$ cat src/design/assert_macros.svh
// Assertion macros shared by the matcher modules.
`ifndef ASSERT_MACROS_SVH
`define ASSERT_MACROS_SVH

// cons must hold in the same cycle as ante
`define MPDM_ASSERT_IMPL(lbl, clk, rst_n, ante, cons) \
	lbl: assert property (@(posedge clk) disable iff (!rst_n) (ante) |-> (cons)) \
		else $error("matcher check failed");

// cons must hold in the cycle after ante
`define MPDM_ASSERT_NEXT(lbl, clk, rst_n, ante, cons) \
	lbl: assert property (@(posedge clk) disable iff (!rst_n) (ante) |=> (cons)) \
		else $error("matcher check failed");

// cond must hold at every edge out of reset
`define MPDM_ASSERT_ALWAYS(lbl, clk, rst_n, cond) \
	lbl: assert property (@(posedge clk) disable iff (!rst_n) (cond)) \
		else $error("matcher check failed");

`endif

$ cat src/design/mpdm_pkg.sv
// Shared types and constants of the DFA matcher.
`default_nettype none

package mpdm_pkg;

	localparam int unsigned ALPHABET   = 256;
	localparam int unsigned BYTE_W     = 8;
	localparam int unsigned ROW_FW     = 10;
	localparam int unsigned SLOT_FW    = 3;
	localparam int unsigned ID_FW      = 16;
	localparam int unsigned TOTAL_FW   = 4;
	localparam int unsigned OFF_W      = 17;
	localparam logic [OFF_W-1:0] OFFSET_TOP = 17'h10000;

	typedef enum logic [1:0] {
		OP_WR_TRANS = 2'd0,
		OP_WR_IDS   = 2'd1,
		OP_SCAN     = 2'd2,
		OP_SET_ROW  = 2'd3
	} mpdm_op_t;

	// commands from controller to datapath
	typedef struct packed {
		logic accept;    // item taken this cycle
		logic advance;   // transition data ready: step row, bump offset, read count
		logic first_rd;  // read first id of the list
		logic emit;      // load result register, fetch next id
		logic finish;    // end of scan item: clear offset on buffer end
		logic clr_wr;    // clearing pass write
	} mpdm_ctl_t;

	// status from datapath to controller
	typedef struct packed {
		logic cnt_zero;
		logic last_one;
		logic out_free;
		logic clr_end;
	} mpdm_sts_t;

endpackage

`default_nettype wire

$ cat src/design/mpdm_ctrl.sv
// Controller state machine of the DFA matcher.
`default_nettype none
`include "assert_macros.svh"

module mpdm_ctrl
	import mpdm_pkg::*;
(
	input  wire logic      clk,
	input  wire logic      arst_n,
	input  wire logic      in_valid,
	input  wire mpdm_op_t  op,
	input  wire mpdm_sts_t sts,
	output logic           in_stall,
	output mpdm_ctl_t      ctl
);

	typedef enum logic [2:0] {
		S_CLEAR,
		S_IDLE,
		S_ADV,
		S_COUNT,
		S_EMIT
	} state_t;

	state_t state_q;
	logic   ctl_vec;

	always_ff @(posedge clk or negedge arst_n) begin
		if (!arst_n) begin
			state_q <= S_CLEAR;
		end else begin
			unique case (state_q)
				S_CLEAR: if (sts.clr_end) state_q <= S_IDLE;
				S_IDLE:  if (in_valid && op == OP_SCAN) state_q <= S_ADV;
				S_ADV:   state_q <= S_COUNT;
				S_COUNT: state_q <= sts.cnt_zero ? S_IDLE : S_EMIT;
				S_EMIT:  if (sts.out_free && sts.last_one) state_q <= S_IDLE;
				default: state_q <= S_CLEAR;
			endcase
		end
	end

	always_comb begin
		ctl = '0;
		unique case (state_q)
			S_CLEAR: ctl.clr_wr   = 1'b1;
			S_IDLE:  ctl.accept   = in_valid;
			S_ADV:   ctl.advance  = 1'b1;
			S_COUNT: begin
				ctl.first_rd = !sts.cnt_zero;
				ctl.finish   = sts.cnt_zero;
			end
			S_EMIT: begin
				ctl.emit   = sts.out_free;
				ctl.finish = sts.out_free && sts.last_one;
			end
			default: ctl = '0;
		endcase
	end

	assign in_stall = (state_q != S_IDLE);
	assign ctl_vec  = $onehot0({ctl.accept, ctl.advance, ctl.first_rd, ctl.emit, ctl.clr_wr});

	`MPDM_ASSERT_IMPL(a_emit_free, clk, arst_n, ctl.emit, sts.out_free)
	`MPDM_ASSERT_NEXT(a_scan_adv, clk, arst_n, ctl.accept && op == OP_SCAN, ctl.advance)
	`MPDM_ASSERT_ALWAYS(a_one_cmd, clk, arst_n, ctl_vec)

endmodule

`default_nettype wire

$ cat config.mk
export PLATFORM = sky130hd
export DESIGN_NAME = mpdm_ctrl
export DESIGN_NICKNAME = d
export VERILOG_FILES = /design/src/design/mpdm_pkg.sv /design/src/design/mpdm_ctrl.sv
export VERILOG_INCLUDE_DIRS = /design/src /design/src/design
export SDC_FILE = /design/constraint.sdc
export NUM_CORES = 1
export LEC_CHECK = 0
export BUFFER_PORTS_ARGS = -buffer_cell sky130_fd_sc_hd__buf_2
export CELL_PAD_IN_SITES_DETAIL_PLACEMENT = 1
export CELL_PAD_IN_SITES_GLOBAL_PLACEMENT = 2
export CORE_AREA = 2 2 39 41
export DETAILED_ROUTE_END_ITERATION = 16
export DIE_AREA = 0 0 41 43
export GPL_TIMING_DRIVEN = 0
export PLACE_DENSITY = 0.62
export SLEW_MARGIN = 20
export SYNTH_ARGS = -nofsm -noshare
export SYNTH_HDL_FRONTEND = slang
export SYNTH_SLANG_ARGS = --single-unit
$ cat constraint.sdc
create_clock -name clk -period 3.7 [get_ports clk]
set_clock_uncertainty 0.2 [all_clocks]
set_input_delay 0.555 -clock clk [delete_from_list [all_inputs] [get_ports clk]]
set_output_delay 0.555 -clock clk [all_outputs]
set_load 0.01 [all_outputs]
; ---- Word level (Yosys, flattened, before mapping)
; Cells that the tools add are included.
[word_totals]
latchBits = 0
romBits = 0
output_inout_bits = 7
input_bits = 9
memories = 0
ram_bits = 0
regBits = 3
[classes]
bitwise = 0
div_mod_pow = 0
eq_ne = 9
magnitude_cmp = 0
n_mul = 0
reduce_logical = 5
shifts = 0
n_mux = 11
add_sub_neg = 0
[op_table]
columns = op, n
row1 = 3-bit case mux with 5 select lines, 1
row2 = 3-bit two-way mux, 4
row3 = "3-bit by 2-bit equality test with 1-bit output, second input constant", 2
row4 = "2-bit inequality test, second input constant", 3
row5 = 1-bit two-way mux, 5
row6 = "3-bit by 1-bit equality test with 1-bit output, second input constant", 1
row7 = "3-bit equality test, second input constant", 1
row8 = 3-bit zero test, 1
row9 = "3-bit by 1-bit inequality test with 1-bit output, second input constant", 1
row10 = 3-bit AND reduction, 1
row11 = "2-bit equality test, second input constant", 1
row12 = 1-bit logical AND, 2
row13 = 1-bit case mux with 2 select lines, 1
row14 = 1-bit zero test, 1

; ---- Logic depth before layout (Yosys ltp)
[logic_depth]
depth_word = 4
mapped_depth = 4
ltp_nobuf = 3

; ---- Least setup slack after synthesis
; OpenSTA, ideal clock, no wires.
[synth_path]
path_type = reg-to-output
from = reg state_q[2]
to = out ctl[1] in the netlist's numbering
arrival_time_ns = 0.916
slack_ns = 2.029
path_stages_with_launch = 4
cell_sequence = dfrtp_1 buf_2 nand3b_1 o22ai_1
[synth_lines]
columns = item, line_no
row1 = "start, declared", mpdm_ctrl.sv:25  ; state_t state_q;
row2 = "start signal, assigned", mpdm_ctrl.sv:36  ; S_COUNT: state_q <= sts.cnt_zero ? S_IDLE : S_EMIT;
row3 = "end, declared", mpdm_ctrl.sv:14  ; output mpdm_ctl_t ctl

==> impl_metrics.ini <==
[clock_network]
post_cts_resized = 0
cts_root_buf = clkbuf_4
path_clk_slew_ps = 40
clock-sinks = 3
clk_latency_ps = 230
cts_buffers = 3
cts_tree = built
h-tree-depth = 1
cts_buffer_depth = 2

[synthesis]
netlist_area_um2 = 215
synth_largest_area_cell = dfrtp_1
syn_avg_cell_area_um2 = 8.28
ys_types = 21
synth_enable_flop_cells = 0
syn_nets = 35
synth_area_leaders = dfrtp_1 (35%), nand3b_1 (7.0%), nor3b_2 (5.8%), nand2_1 (5.2%), a31o_2 (4.1%)
synth-compound-area-share = 0.192
synth_top_area_share = 0.349
ys_seq_elements = 3
ys.flop_type = dfrtp_1
ys_warn_count = 0
async_reset_ff_frac = 1.00
synth-simple-area-share = 0.401
yosys-mux-area-fraction = 0
synthXorXnorAreaFrac = 0
synthTopCellsByCount = dfrtp_1 (3), nand2_1 (3), nand3b_1 (2)
ys_seq_area_frac = 0.349
synth_cells = 26
synth_fa_ha_area_frac = 0
synth_top_family_by_area = simple AND/OR/NAND/NOR gates

[timing]
fin_tns_setup_ps = 0
slew_headroom = 0.830
period_share = 0.554
clock.fmax_mhz = 488
whs_ps = 413
hold_viol_final = 0
tightest_slew_ps = 255
rsz0062_at_grt = no
setup_violations = 0
min_period_ps = 2050
slew_violations = 0

[floorplan]
std_cell_rows = 14
die_y_um = 43
start_util = 0.156
ios = 16
die_x_um = 41
die_area_um2 = 1760
coreArea_um2 = 1380

[power_and_ir_drop]
leakagePower_nw = 0.185
vdd_ir_drop_max_mv = 0.191
p_int_mw = 0.127
switching_share = 0.395
p_per_area_nw_per_um2 = 604
clkPwrFrac = 0.271
comb_power_share = 0.460
power_switching_mw = 0.0827
seq_power_share = 0.269

[setup_path]
slowest_stage = dfrtp_1
rrSetupSlack_ps = 2440
critical_path_arrival_ps = 1300
cp_top_family = simple AND/OR/NAND/NOR gates
crit_type = register to output pin
cp_max_fo = 9
path_buf_inv = 2
startpoint_type = register
path_cells = buf_2, nor3b_2, and2_1, buf_2
worstSetupEndpointType = output pin
crit_path_max_incr_delay_ps = 340
cp_common_cell = buf_2
required_ps = 2940

[cells_and_area]
n_fill_cell = 170
fin_area_um2 = 347
postLayoutCoreUtil = 0.250
mostFrequentLayoutCells = buf_2 (16), nand2_1 (3), clkbuf_4 (3), dfrtp_1 (3), nand3b_1 (2)
largest_reg_flops = 3
layoutNonFillerInstCount = 62
regArea_um2 = 75.1
final_common_cell = buf_2
antenna_cells = 0
regMostFlops = state_q
syn_to_final_growth_pct = 61.0
nets = 56
reg_top3 = state_q (3)
multi_input_comb_area_um2 = 128
drive_above_1_share = 0.500

[placement]
dpl.hpwl_um = 495
placed_area_um2 = 310
port_buffers = 15
dp.cells = 57
gp_congestion = 0.638

[global_route]
first_global_vias = 280
grt_antenna_before_repair = 0
grt_max_degree = 10
overflow = 0
grt_pass1_wl_mm = 1.09
grt_usage = 0.0946

[routing]
drt_iter0_markers = 1
viasPerCell = 4.15
first_pass_iters = 4
num_vias = 257
wl_per_cell_um = 9.58
antenna_left = 0
drt_wl_total_um = 594
drc = 0

[job]
maxCapViolations = 0

[outcome]
status = finished, final reports clean

[hold_path]
hold_class = input port to register
## worst paths after layout
path | from | endpoint | cells after the start
worst max register to register | state_q[1] | state_q[0] | 3
min in group asynchronous | arst_n | state_q[1] | 2
worst min-delay path | op[0] | state_q[1] | 3
worst min register to register | state_q[2] | state_q[0] | 2
worst max-delay path | state_q[2] | ctl[5] | 4
max in group asynchronous | arst_n | state_q[0] | 2
## cell families (layout without fill, tap and decap cells)
logic type,Yosys count,count (layout)
flops,3,3
buf+inv,3,23
simple gates,14,14
compound gates,6,6
## power groups by stage
stage	clock network [mW]	logic (mW)	registers (mW)
6_report	0.0567	0.0962	0.0563
5_1_grt	0.0625	0.109	0.0592
4_1_cts	0.0594	0.0985	0.0565
3_5_place_dp	0	0.0970	0.0567
3_3_place_gp	0	0.0959	0.0569
2_1_floorplan	0	0.0630	0.0530
## metrics by stage
step           power (mW)  setup WS (ps)
5_1_grt             0.231           1520
3_3_place_gp        0.153           1900
4_1_cts             0.215           1630
2_1_floorplan       0.116           2030
3_5_place_dp        0.154           1880
6_report            0.209           1650
## repair_timing
item / in CTS / in global routing
hold endpoints to repair: 3 / 0
hold buffers: 1 / 0
setup buffers: 0 / 0
## cell type report
cell class | instances | area share
sequential | 3 | 0.217
multi-input combinational | 20 | 0.368
timing repair buffer | 16 | 0.245
buffer | 1 | 0.0144
tap | 16 | 0.0578
clock buffer | 4 | 0.0758
inverter | 2 | 0.0217
## tightest hold or removal path: cells and delay by family
family | cells | cell delay (ps)
compound gates | 1 | 60
buf+inv | 1 | 70
simple gates | 1 | 110
## metal layers
metal  GRT usage  share of wire
met5           0              0
met4       0.100              0
met3      0.0157          0.039
met2       0.134           0.56
met1       0.107           0.40
Power figures use the tool's default switching activity.
